### src/mbpc_pkg.sv
package mbpc_pkg;

  // Field widths fixed by the item format
  localparam int unsigned REQ_W     = 2;
  localparam int unsigned BTN_W     = 2;
  localparam int unsigned MASK_W    = 4;
  localparam int unsigned CNT_W     = 8;
  localparam int unsigned TIMER_W   = 16;
  localparam int unsigned CFG_IDX_W = 2;
  localparam int unsigned CFG_W     = 16;
  localparam int unsigned TDATA_W   = 8;

  localparam int unsigned NUM_BUTTONS_DEF = 4;

  // Request kinds
  typedef enum logic [REQ_W-1:0] {
    REQ_TICK    = 2'd0,
    REQ_PUSH    = 2'd1,
    REQ_RELEASE = 2'd2
  } req_t;

  // Press kinds
  localparam logic PRESS_SHORT = 1'b0;
  localparam logic PRESS_LONG  = 1'b1;

  // Configuration register indexes
  localparam logic [CFG_IDX_W-1:0] CFG_LONG_PUSH   = 2'd0;
  localparam logic [CFG_IDX_W-1:0] CFG_SHORT_MIN   = 2'd1;
  localparam logic [CFG_IDX_W-1:0] CFG_WINDOW_TICK = 2'd2;

  // Reset values of the configuration registers
  localparam logic [CNT_W-1:0]   LONG_PUSH_RST   = 8'd10;
  localparam logic [CNT_W-1:0]   SHORT_MIN_RST   = 8'd3;
  localparam logic [TIMER_W-1:0] WINDOW_TICK_RST = 16'd500;

  localparam logic [CNT_W-1:0] CNT_MAX = {CNT_W{1'b1}};

  typedef struct packed {
    logic [CNT_W-1:0]   long_push_count;
    logic [CNT_W-1:0]   short_min_count;
    logic [TIMER_W-1:0] release_window_ticks;
  } cfg_t;

  typedef struct packed {
    logic              valid;
    logic              press_kind;
    logic [MASK_W-1:0] button_mask;
  } res_t;

  typedef struct packed {
    logic [REQ_W-1:0] req_type;
    logic [BTN_W-1:0] button_id;
  } item_t;

endpackage

### src/mbpc_in_stage.sv
module mbpc_in_stage (
  input  logic            clk,
  input  logic            rst_n,
  input  logic            in_tvalid,
  output logic            in_tready,
  input  mbpc_pkg::item_t in_item,
  input  logic            advance,
  output logic            s1_valid,
  output mbpc_pkg::item_t s1_item
);
  import mbpc_pkg::*;

  logic  valid_r, valid_nxt;
  item_t item_r, item_nxt;

  // Take a new item when empty or when the held one moves on
  assign in_tready = !valid_r || advance;

  always_comb begin
    valid_nxt = valid_r;
    item_nxt  = item_r;
    if (in_tready) begin
      valid_nxt = in_tvalid;
      if (in_tvalid) begin
        item_nxt = in_item;
      end
    end
  end

  always_ff @(posedge clk) begin
    if (!rst_n) begin
      valid_r <= 1'b0;
    end else begin
      valid_r <= valid_nxt;
    end
    item_r <= item_nxt;
  end

  assign s1_valid = valid_r;
  assign s1_item  = item_r;

endmodule

### src/mbpc_core.sv
module mbpc_core #(
  parameter int unsigned NUM_BUTTONS = mbpc_pkg::NUM_BUTTONS_DEF
) (
  input  logic           clk,
  input  logic           rst_n,
  input  logic           fire,
  input  mbpc_pkg::item_t item,
  input  mbpc_pkg::cfg_t  cfg,
  output mbpc_pkg::res_t  res
);
  import mbpc_pkg::*;

  logic [CNT_W-1:0]   count_r   [NUM_BUTTONS];
  logic [CNT_W-1:0]   count_nxt [NUM_BUTTONS];
  logic [NUM_BUTTONS-1:0] long_r, long_nxt;
  logic [NUM_BUTTONS-1:0] pend_r, pend_nxt;
  logic [TIMER_W-1:0] timer_r, timer_nxt;
  logic               active_r, active_nxt;

  logic [NUM_BUTTONS-1:0] hit;
  logic [NUM_BUTTONS-1:0] over_half;
  logic [NUM_BUTTONS+MASK_W-1:0] wide_mask;
  logic [CNT_W-1:0]   sel_cnt;
  logic               sel_long;
  logic [CNT_W-1:0]   inc_cnt;
  logic [CNT_W-1:0]   half;
  logic               btn_ok;

  always_comb begin
    // Decode the addressed button; ids beyond the group hit nothing
    sel_cnt  = '0;
    sel_long = 1'b0;
    for (int i = 0; i < NUM_BUTTONS; i++) begin
      hit[i] = ({{(CNT_W-BTN_W){1'b0}}, item.button_id} == CNT_W'(i));
      if (hit[i]) begin
        sel_cnt  = count_r[i];
        sel_long = long_r[i];
      end
    end
    btn_ok  = |hit;
    inc_cnt = (sel_cnt == CNT_MAX) ? CNT_MAX : sel_cnt + 1'b1;
    half    = cfg.long_push_count >> 1;
    for (int i = 0; i < NUM_BUTTONS; i++) begin
      over_half[i] = (hit[i] ? inc_cnt : count_r[i]) > half;
    end

    count_nxt  = count_r;
    long_nxt   = long_r;
    pend_nxt   = pend_r;
    timer_nxt  = timer_r;
    active_nxt = active_r;
    wide_mask  = '0;
    res        = '0;

    case (req_t'(item.req_type))
      REQ_TICK: begin
        if (active_r) begin
          if (timer_r > TIMER_W'(1)) begin
            timer_nxt = timer_r - 1'b1;
          end else begin
            wide_mask       = {{MASK_W{1'b0}}, pend_r};
            res.valid       = 1'b1;
            res.press_kind  = PRESS_SHORT;
            res.button_mask = wide_mask[MASK_W-1:0];
            pend_nxt        = '0;
            timer_nxt       = '0;
            active_nxt      = 1'b0;
          end
        end
      end
      REQ_PUSH: begin
        if (btn_ok) begin
          if (inc_cnt > cfg.long_push_count) begin
            wide_mask       = {{MASK_W{1'b0}}, over_half};
            res.valid       = 1'b1;
            res.press_kind  = PRESS_LONG;
            res.button_mask = wide_mask[MASK_W-1:0];
            long_nxt        = over_half;
            for (int i = 0; i < NUM_BUTTONS; i++) begin
              count_nxt[i] = '0;
            end
          end else begin
            for (int i = 0; i < NUM_BUTTONS; i++) begin
              if (hit[i]) begin
                count_nxt[i] = inc_cnt;
              end
            end
          end
        end
      end
      REQ_RELEASE: begin
        if (btn_ok) begin
          if (sel_cnt > cfg.short_min_count && !sel_long) begin
            pend_nxt = pend_r | hit;
            if (!active_r) begin
              active_nxt = 1'b1;
              timer_nxt  = cfg.release_window_ticks;
            end
          end
          long_nxt = long_r & ~hit;
          for (int i = 0; i < NUM_BUTTONS; i++) begin
            if (hit[i]) begin
              count_nxt[i] = '0;
            end
          end
        end
      end
      default: begin
      end
    endcase
  end

  always_ff @(posedge clk) begin
    if (!rst_n) begin
      for (int i = 0; i < NUM_BUTTONS; i++) begin
        count_r[i] <= '0;
      end
      long_r   <= '0;
      pend_r   <= '0;
      timer_r  <= '0;
      active_r <= 1'b0;
    end else if (fire) begin
      count_r  <= count_nxt;
      long_r   <= long_nxt;
      pend_r   <= pend_nxt;
      timer_r  <= timer_nxt;
      active_r <= active_nxt;
    end
  end

endmodule

### src/multi_button_press_classifier.sv
// Channel  | Dir | Handshake          | Payload
// ---------+-----+--------------------+-----------------------------------------
// in_      | in  | in_tvalid/tready   | tuser[1:0] req_type, tdata[1:0] button_id
// out_     | out | out_tvalid/tready  | tuser press_kind, tdata[3:0] button_mask
// cfg_     | in  | cfg_we             | cfg_index, cfg_wdata[15:0]
//
// One item per cycle while the output is not stalled: an input register
// holds the transfer, the per-button compare and state update is
// combinational, and the result lands in the output register when the
// held item advances out of the input register.
// Items that produce no press leave the output register untouched.
// Reset (synchronous, active low) clears all counts, marks, the window
// timer and both pipeline valids, and restores the register defaults.
// A stalled output holds the input register; input stalls only then.
module multi_button_press_classifier #(
  parameter int unsigned NUM_BUTTONS = mbpc_pkg::NUM_BUTTONS_DEF
) (
  input  logic                                 clk,
  input  logic                                 rst_n,
  input  logic                                 in_tvalid,
  output logic                                 in_tready,
  input  logic [mbpc_pkg::TDATA_W-1:0]         in_tdata,   // [1:0] button_id
  input  logic [mbpc_pkg::REQ_W-1:0]           in_tuser,   // [1:0] req_type
  output logic                                 out_tvalid,
  input  logic                                 out_tready,
  output logic [mbpc_pkg::TDATA_W-1:0]         out_tdata,  // [3:0] button_mask
  output logic                                 out_tuser,  // [0] press_kind
  input  logic                                 cfg_we,
  input  logic [mbpc_pkg::CFG_IDX_W-1:0]       cfg_index,
  input  logic [mbpc_pkg::CFG_W-1:0]           cfg_wdata
);
  import mbpc_pkg::*;

  cfg_t  cfg_r, cfg_nxt;
  item_t in_item, s1_item;
  res_t  res;
  logic  s1_valid;
  logic  advance;
  logic  out_valid_r, out_valid_nxt;
  logic  out_kind_r, out_kind_nxt;
  logic [MASK_W-1:0] out_mask_r, out_mask_nxt;

  // Configuration writes: take the low bits of the write data
  always_comb begin
    cfg_nxt = cfg_r;
    if (cfg_we) begin
      case (cfg_index)
        CFG_LONG_PUSH:   cfg_nxt.long_push_count      = cfg_wdata[CNT_W-1:0];
        CFG_SHORT_MIN:   cfg_nxt.short_min_count      = cfg_wdata[CNT_W-1:0];
        CFG_WINDOW_TICK: cfg_nxt.release_window_ticks = cfg_wdata[TIMER_W-1:0];
        default: begin
        end
      endcase
    end
  end

  always_ff @(posedge clk) begin
    if (!rst_n) begin
      cfg_r.long_push_count      <= LONG_PUSH_RST;
      cfg_r.short_min_count      <= SHORT_MIN_RST;
      cfg_r.release_window_ticks <= WINDOW_TICK_RST;
    end else begin
      cfg_r <= cfg_nxt;
    end
  end

  assign in_item = item_t'({in_tuser, in_tdata[BTN_W-1:0]});

  // Advance the held item whenever the output register is free or draining
  assign advance = s1_valid && (!out_valid_r || out_tready);

  mbpc_in_stage u_in_stage (
    .clk       (clk),
    .rst_n     (rst_n),
    .in_tvalid (in_tvalid),
    .in_tready (in_tready),
    .in_item   (in_item),
    .advance   (advance),
    .s1_valid  (s1_valid),
    .s1_item   (s1_item)
  );

  mbpc_core #(
    .NUM_BUTTONS (NUM_BUTTONS)
  ) u_core (
    .clk   (clk),
    .rst_n (rst_n),
    .fire  (advance),
    .item  (s1_item),
    .cfg   (cfg_r),
    .res   (res)
  );

  // Output register: load a press, drop the valid once transferred
  always_comb begin
    out_valid_nxt = out_valid_r;
    out_kind_nxt  = out_kind_r;
    out_mask_nxt  = out_mask_r;
    if (out_valid_r && out_tready) begin
      out_valid_nxt = 1'b0;
    end
    if (advance && res.valid) begin
      out_valid_nxt = 1'b1;
      out_kind_nxt  = res.press_kind;
      out_mask_nxt  = res.button_mask;
    end
  end

  always_ff @(posedge clk) begin
    if (!rst_n) begin
      out_valid_r <= 1'b0;
    end else begin
      out_valid_r <= out_valid_nxt;
    end
    out_kind_r <= out_kind_nxt;
    out_mask_r <= out_mask_nxt;
  end

  assign out_tvalid = out_valid_r;
  assign out_tuser  = out_kind_r;
  assign out_tdata  = {{(TDATA_W-MASK_W){1'b0}}, out_mask_r};

  // A long press always includes the button that crossed the limit
  a_long_nonempty: assert property (@(posedge clk) disable iff (!rst_n)
    out_tvalid && (out_tuser == PRESS_LONG) |-> out_tdata[MASK_W-1:0] != '0)
    else $error("long press with empty mask");

  // A new result only follows an item leaving the input register
  a_result_source: assert property (@(posedge clk) disable iff (!rst_n)
    $rose(out_tvalid) |-> $past(advance))
    else $error("result without a processed item");

  // Input stalls only behind a held item and a stalled output
  a_stall_cause: assert property (@(posedge clk) disable iff (!rst_n)
    !in_tready |-> s1_valid && out_tvalid && !out_tready)
    else $error("input stalled without back-pressure");

endmodule

### config.mk
export PLATFORM = sky130hd
export DESIGN_NAME = multi_button_press_classifier
export DESIGN_NICKNAME = d
export VERILOG_FILES = /design/src/mbpc_pkg.sv /design/src/mbpc_in_stage.sv /design/src/mbpc_core.sv /design/src/multi_button_press_classifier.sv
export SDC_FILE = /design/constraint.sdc
export NUM_CORES = 1
export LEC_CHECK = 0
export BUFFER_PORTS_ARGS = -buffer_cell sky130_fd_sc_hd__buf_2
export CORE_ASPECT_RATIO = 0.6
export CORE_MARGIN = 8
export CORE_UTILIZATION = 56
export CTS_CLUSTER_DIAMETER = 50
export CTS_CLUSTER_SIZE = 12
export DETAILED_ROUTE_END_ITERATION = 16
export PLACE_DENSITY_LB_ADDON = 0.08
export SETUP_SLACK_MARGIN = 0.02
export SLEW_MARGIN = 20
export SYNTH_ARGS = -nofsm -noshare
export SYNTH_HDL_FRONTEND = slang
export SYNTH_SLANG_ARGS = --single-unit
export TNS_END_PERCENT = 1
### constraint.sdc
create_clock -name clk -period 4.2 [get_ports clk]
set_input_delay 0.21 -clock clk [delete_from_list [all_inputs] [get_ports clk]]
set_output_delay 0.21 -clock clk [all_outputs]
set_load 0.005 [all_outputs]
==> flow_metrics.tcl, run 1 <==
set metrics [dict create \
    cp.required_ps 4440 \
    fin_skew_ps 5.90 \
    first_iter_violations 584 \
    initial_utilization_pct 57.1 \
    routabilityCongestion 0.986 \
    grt_pass1_vias 5434 \
    synth_area_leaders "dfxtp_1 (30%), ha_1 (9.8%), nand2_1 (6.0%)" \
    antenna_found_initial 0 \
    hpwlAfterDp_mm 13.6 \
    fill_cells 917 \
    netlist_instances 701 \
    vdd_drop_max_mv 0.233 \
    fin_setup_tns_ps 0 \
    path_clk_slew_ps 80 \
    design_area_mm2 0.00689 \
    grt.overflow.total 0 \
    grt_use_total_pct 26.0 \
    seq_area_frac_synth_pct 34.9 \
    postCtsSetupRepairBufs 0 \
    fin_nets 835 \
    power_w 0.00202 \
    syn_area_per_cell_um2 8.55 \
    power.density_mw_per_mm2 293 \
    yosysWarnings 0 \
    yosysUniqueCellTypes 70 \
    ys.flop_type "dfxtp_1" \
    relSlewSlack_pct 27.7 \
    cts_tree "done" \
    avgViaCountPerCell 6.44 \
    numCtsBuffers 9 \
    rsz0062_at_grt "true" \
    crit_path_max_fanout 12 \
    dieArea_mm2 0.0144 \
    grt_max_degree 38 \
    placed_area_mm2 0.00656 \
    root_buffer "clkbuf_16" \
    synth_top_area_cell "dfxtp_1" \
    worstSetupPathType "flop to flop" \
    slew_violations 0 \
    portBuffers 33 \
    drtPass1Iterations 6 \
    fmax_mhz 254 \
    diodes 0 \
    ys_async_sr_fraction_pct 0 \
    cts_max_level 3 \
    row_count 29 \
    cap_violations 0 \
    finalHoldViolations 0 \
    avgRoutedWirePerCell_um 20.3 \
    vias 5786 \
    die_h_um 96.1 \
    setup_violations 0 \
    ant_nets 0 \
    insertion_delay_ps 350 \
    netlist_area_mm2 0.00599 \
    yosysTopAreaCellShare_pct 30.4 \
    grt_pass1_wl_mm 29.0 \
    wl_mm 18.3 \
    area_growth_pct 15.1 \
    status "finished clean" \
    leakage_nw 2.82 \
    drc 0 \
    worst_slack_ps 261 \
    endpoint_kind "flop" \
    synth-edff-count 9 \
    die_x_um 150 \
    core_mm2 0.0105 \
    min_period_over_period_pct 93.8 \
    synth-seq-cells 100 \
    cp.arrival_ps 4180 \
    post-place-ws_ps -9.34 \
    min_period_ps 3940 \
    min_path_type "primary input to flop" \
    drive_gt1_share_pct 17.5 \
    cp-start-kind "flop" \
    tightestPinTransition_ps 1080 \
    clock_sinks 100 \
    postLayoutCoreUtil_pct 65.7 \
    cts_buffer_depth 2 \
    io-pin-count 44 \
]
==> placed cells by master, fill, tap and decap left out, types with 4 or more instances in the layout <==
cell type  instances
a22o_1            32
ha_1              47
edfxtp_1           9
nand2_1           95
o21ai_0           44
clkbuf_16          9
conb_1             4
buf_2             33
a21oi_1           57
o21a_1            13
inv_6              4
nor3_2             8
nand3_1           20
nor4_1             5
o21ai_1            4
nand2b_1           9
buf_4             37
o31ai_1           10
a211oi_1           8
mux2i_1            9
and2_1             7
inv_2              4
nor2_1            53
xor2_1             4
buf_12             5
a22oi_1            7
mux4_2             9
inv_1             25
nor3_1             8
o2bb2ai_1          4
o211ai_1           7
dfxtp_1           91
nand4_1            6
nor2b_1            9
o32ai_1            7
==> cell type report <==
type / count / area [um2] / area share, %
Tap cell: 139 / 174 / 2.52
Timing Repair Buffer: 75 / 543 / 7.88
Clock inverter: 7 / 78.8 / 1.14
Multi-Input combinational cell: 539 / 3670 / 53.2
Sequential cell: 100 / 2090 / 30.3
Inverter: 30 / 113 / 1.63
Clock buffer: 9 / 225 / 3.27
==> metrics by stage <==
step,hold WS (ps),instances
finish,29.5,899
global route,29.5,899
CTS,25.0,899
detailed placement,389,883
global placement,390,883
floorplan,309,704
==> synthesized netlist by cell type (all sizes together) (2+ instances only) <==
cell	instances
a221oi	5
o2bb2ai	4
o22a	3
a22o	32
nor2	53
o211ai	7
nor3	16
buf	10
nor2b	9
o21a	13
edfxtp	9
a21o	2
ha	47
nand2	95
o32ai	7
o31ai	11
or2	3
nand2b	9
o21ai	49
mux4	9
inv	29
xor2	4
or4	3
a22oi	7
nand3	20
nand3b	2
and2	9
o22ai	3
o21bai	2
dfxtp	91
nor4	6
a21oi	58
a31oi	6
a211oi	9
nand4	6
mux2i	9
or3	4
clkbuf	25
==> what timing repair did <==
action,in CTS,in global routing
hold buffers,0,0
setup endpoints to repair,16,40
gates resized for setup,2,2
==> worst max-delay path, stage by stage (launching register included) <==
cell      delay [ps]
edfxtp_1         390
buf_12           170
mux4_2           570
ha_1             220
nand3_1          160
nor3_2           110
nor2b_1          200
inv_1             90
ha_1             300
nand3_1          110
o21bai_1         210
a31o_2           280
a21oi_1          470
nor3_2           250
a22o_1           290
==> worst paths after layout <==
kind | startpoint | to | slack [ps] | depth (start not counted)
setup / recovery | u_in_stage.s1_item[0] | u_core.count_r[5] | 260 | 14
hold / removal | in_tdata[1] | u_in_stage.s1_item[1] | 30 | 1
setup reg to reg | u_in_stage.s1_item[0] | u_core.count_r[5] | 260 | 14
hold reg to reg | u_core.pend_r[3] | u_core.pend_r[3] | 480 | 1
==> cell families after synthesis <==
logic type	synth area share, %
AO/OA/AOI/OAI	26.1
XOR/XNOR	0.731
adder cells (fa/ha/maj)	9.82
buffers and inverters	4.64
flip-flops	34.9
multiplexers	5.08
other	0.0626
AND/OR/NAND/NOR	18.7
==> report_power, final <==
group / internal, W / switching [W]
clock network: 0.000426 / 0.000422
registers: 0.000975 / 0.0000160
logic: 0.0000704 / 0.000114
==> state kept, by name, summed over array words and instances, names as in the netlist <==
register             count
u_core.timer_r          16
u_core.pend_r            4
u_core.count_r          32
out_tuser                1
out_tvalid               1
u_core.active_r          1
cfg_r                   32
u_core.long_r            4
u_in_stage.s1_valid      1
out_mask_r               4
u_in_stage.s1_item       4
==> routing by layer <==
layer	track usage, %	wire length [um]	vias up
met1	37.7	8750	2772
met5	0	0	-
met3	7.84	2150	20
li1	-	-	2688
met4	5.26	139	0
met2	37.1	7210	306
Note: power is estimated with default switching activity, not from simulation.
==> run 2: changes to the inputs <==
Settings changed: SETUP_SLACK_MARGIN 0.02 to 0.4.
==> run 2 against run 1 <==
  * Via count up 3.7%
  * Critical path depth up 3
  * Wire length is 7.1% higher
  * Cell count rose by 2.4%
  * Non-clock buffer count increased by 22
  * Hold slack better by 3.0 ps
  * Sequential power hardly changed
  * Highest routed layer unchanged
  * Critical endpoint unchanged
==> flow_metrics.tcl, run 2 (synthesized netlist as in run 1, its figures left out) <==
set metrics [dict create \
    cp.arrival_ps 4030 \
    path_cells "buf_12, buf_6, mux4_2, buf_6, nand2_1, nor3_4, buf_4, nor2b_4, inv_2, ha_4, nand3_2, o21bai_2, a31o_2, a21oi_4, nor3_4, buf_12, a22o_1" \
    post-place-ws_ps -9.34 \
    endpoint_kind "flop" \
    die_h_um 96.1 \
    path_clk_slew_ps 70 \
    instances_no_fill 921 \
    status "finished clean" \
    drtPass1Iterations 5 \
    clock_sinks 100 \
    dieArea_mm2 0.0144 \
    fill_cells 830 \
    grt_pass1_wl_mm 29.1 \
    reg_top3 "cfg_r (32), u_core.count_r (32), u_core.timer_r (16)" \
    first_iter_violations 648 \
    grt_use_total_pct 26.0 \
    insertion_delay_ps 350 \
    fmax_mhz 264 \
    min_period_ps 3790 \
    cap_violations 0 \
    relSlewSlack_pct 27.7 \
    die_x_um 150 \
    diodes 0 \
    postLayoutCoreUtil_pct 70.9 \
    initial_utilization_pct 57.1 \
    rsz0062_at_grt "true" \
    crit_path_max_fanout 8 \
    cts_buffer_depth 2 \
    fin_skew_ps 7.45 \
    final_common_cell "nand2_1" \
    leakage_nw 2.99 \
    cp-start-kind "flop" \
    ant_nets 0 \
    portBuffers 33 \
    cp.required_ps 4440 \
    avgViaCountPerCell 6.51 \
    area_growth_pct 24.0 \
    avgRoutedWirePerCell_um 21.2 \
    core_mm2 0.0105 \
    io-pin-count 44 \
    fin_nets 857 \
    vias 6000 \
    cts_tree "done" \
    root_buffer "clkbuf_16" \
    drive_gt1_share_pct 24.8 \
    wl_mm 19.5 \
    crit_path_top_delay_cell "mux4_2" \
    holdBufCountCts 0 \
    grt.overflow.total 0 \
    power_w 0.00205 \
    tightestPinTransition_ps 1080 \
    final_cell_mix "nand2_1 (94), dfxtp_1 (91), a21oi_1 (51), buf_4 (51), nor2_1 (50)" \
    vdd_drop_max_mv 0.203 \
    worst_slack_ps 409 \
    min_path_type "primary input to flop" \
    cts_max_level 3 \
    min_period_over_period_pct 90.3 \
    finalHoldViolations 0 \
    drc 0 \
    row_count 29 \
    grt_pass1_vias 5447 \
    numCtsBuffers 9 \
    slew_violations 0 \
    worstSetupPathType "flop to flop" \
    setup_violations 0 \
    grt_max_degree 38 \
    hpwlAfterDp_mm 13.6 \
    routabilityCongestion 0.986 \
    antenna_found_initial 0 \
    slowest_delay_ps 550 \
    power.density_mw_per_mm2 275 \
    dpl.cell_count 883 \
]
[run 2: cell types whose count changed in the layout (fill, tap and decap cells not counted), moves of 5 or more]
cell / delta
buf_4: +14
a21oi_1: -6
nor3_4: +7
ha_4: +6
nor3_2: -5
a21oi_2: +5
ha_1: -6
[run 2: metal layers]
metal	routed length (um)	GRT usage, %	vias up	share of wire [%]
li1	-	-	2740	-
met3	2470	7.93	24	13
met4	214	5.51	0	1.1
met2	8170	37.1	355	42
met1	8700	37.8	2881	44
met5	0	0	-	0
[run 2: final timing paths]
| kind | slack [ps] | endpoint | cells after the start | from |
|---|---|---|---|---|
| min | 30 | u_in_stage.s1_item[1] | 1 | in_tdata[1] |
| max | 410 | u_core.count_r[5] | 17 | u_in_stage.s1_item[0] |
| min reg2reg | 470 | u_core.pend_r[3] | 1 | u_core.pend_r[3] |
| max reg2reg | 410 | u_core.count_r[5] | 17 | u_in_stage.s1_item[0] |
[run 2: report_power, final]
part	internal, W	total [W]	switching (W)
Combinational	0.0000819	0.000208	0.000126
Sequential	0.000975	0.000992	0.0000170
Clock	0.000426	0.000847	0.000421
[run 2: metrics by stage]
stage	TNS, ps	area, um2	hold WS, ps
final	0	7430	32.6
after global routing	0	7430	31.1
after CTS	0	6900	25.0
after detailed placement	-10.0	6560	389
after global placement	0	6550	390
after floorplan	0	6000	309
[run 2: cell type report]
cell class              count  area [um2]  share of cell area, %
clock buffers               9         225                   3.03
repair buffers             97         778                   10.5
flip-flops and latches    100        2090                   28.2
clock inverters             7        78.8                   1.06
well taps                 139         174                   2.34
inverters                  30         115                   1.55
multi-input cells         539        3970                   53.4
[run 2: what timing repair did]
| item | CTS | global route |
|---|---|---|
| gates cloned | 0 | 1 |
| buffers inserted | 0 | 21 |
| pin swaps | 0 | 21 |
| resized for setup | 7 | 58 |
| endpoints found under the setup margin | 40 | 47 |
[run 2: worst max-delay path: cells and delay by family, from the launching register on]
kind | cells | cell delay (ps)
AO/OA/AOI/OAI | 4 | 1090
adder cells (fa/ha/maj) | 1 | 270
buffers and inverters | 6 | 800
flip-flops | 1 | 460
multiplexers | 1 | 550
AND/OR/NAND/NOR | 5 | 470
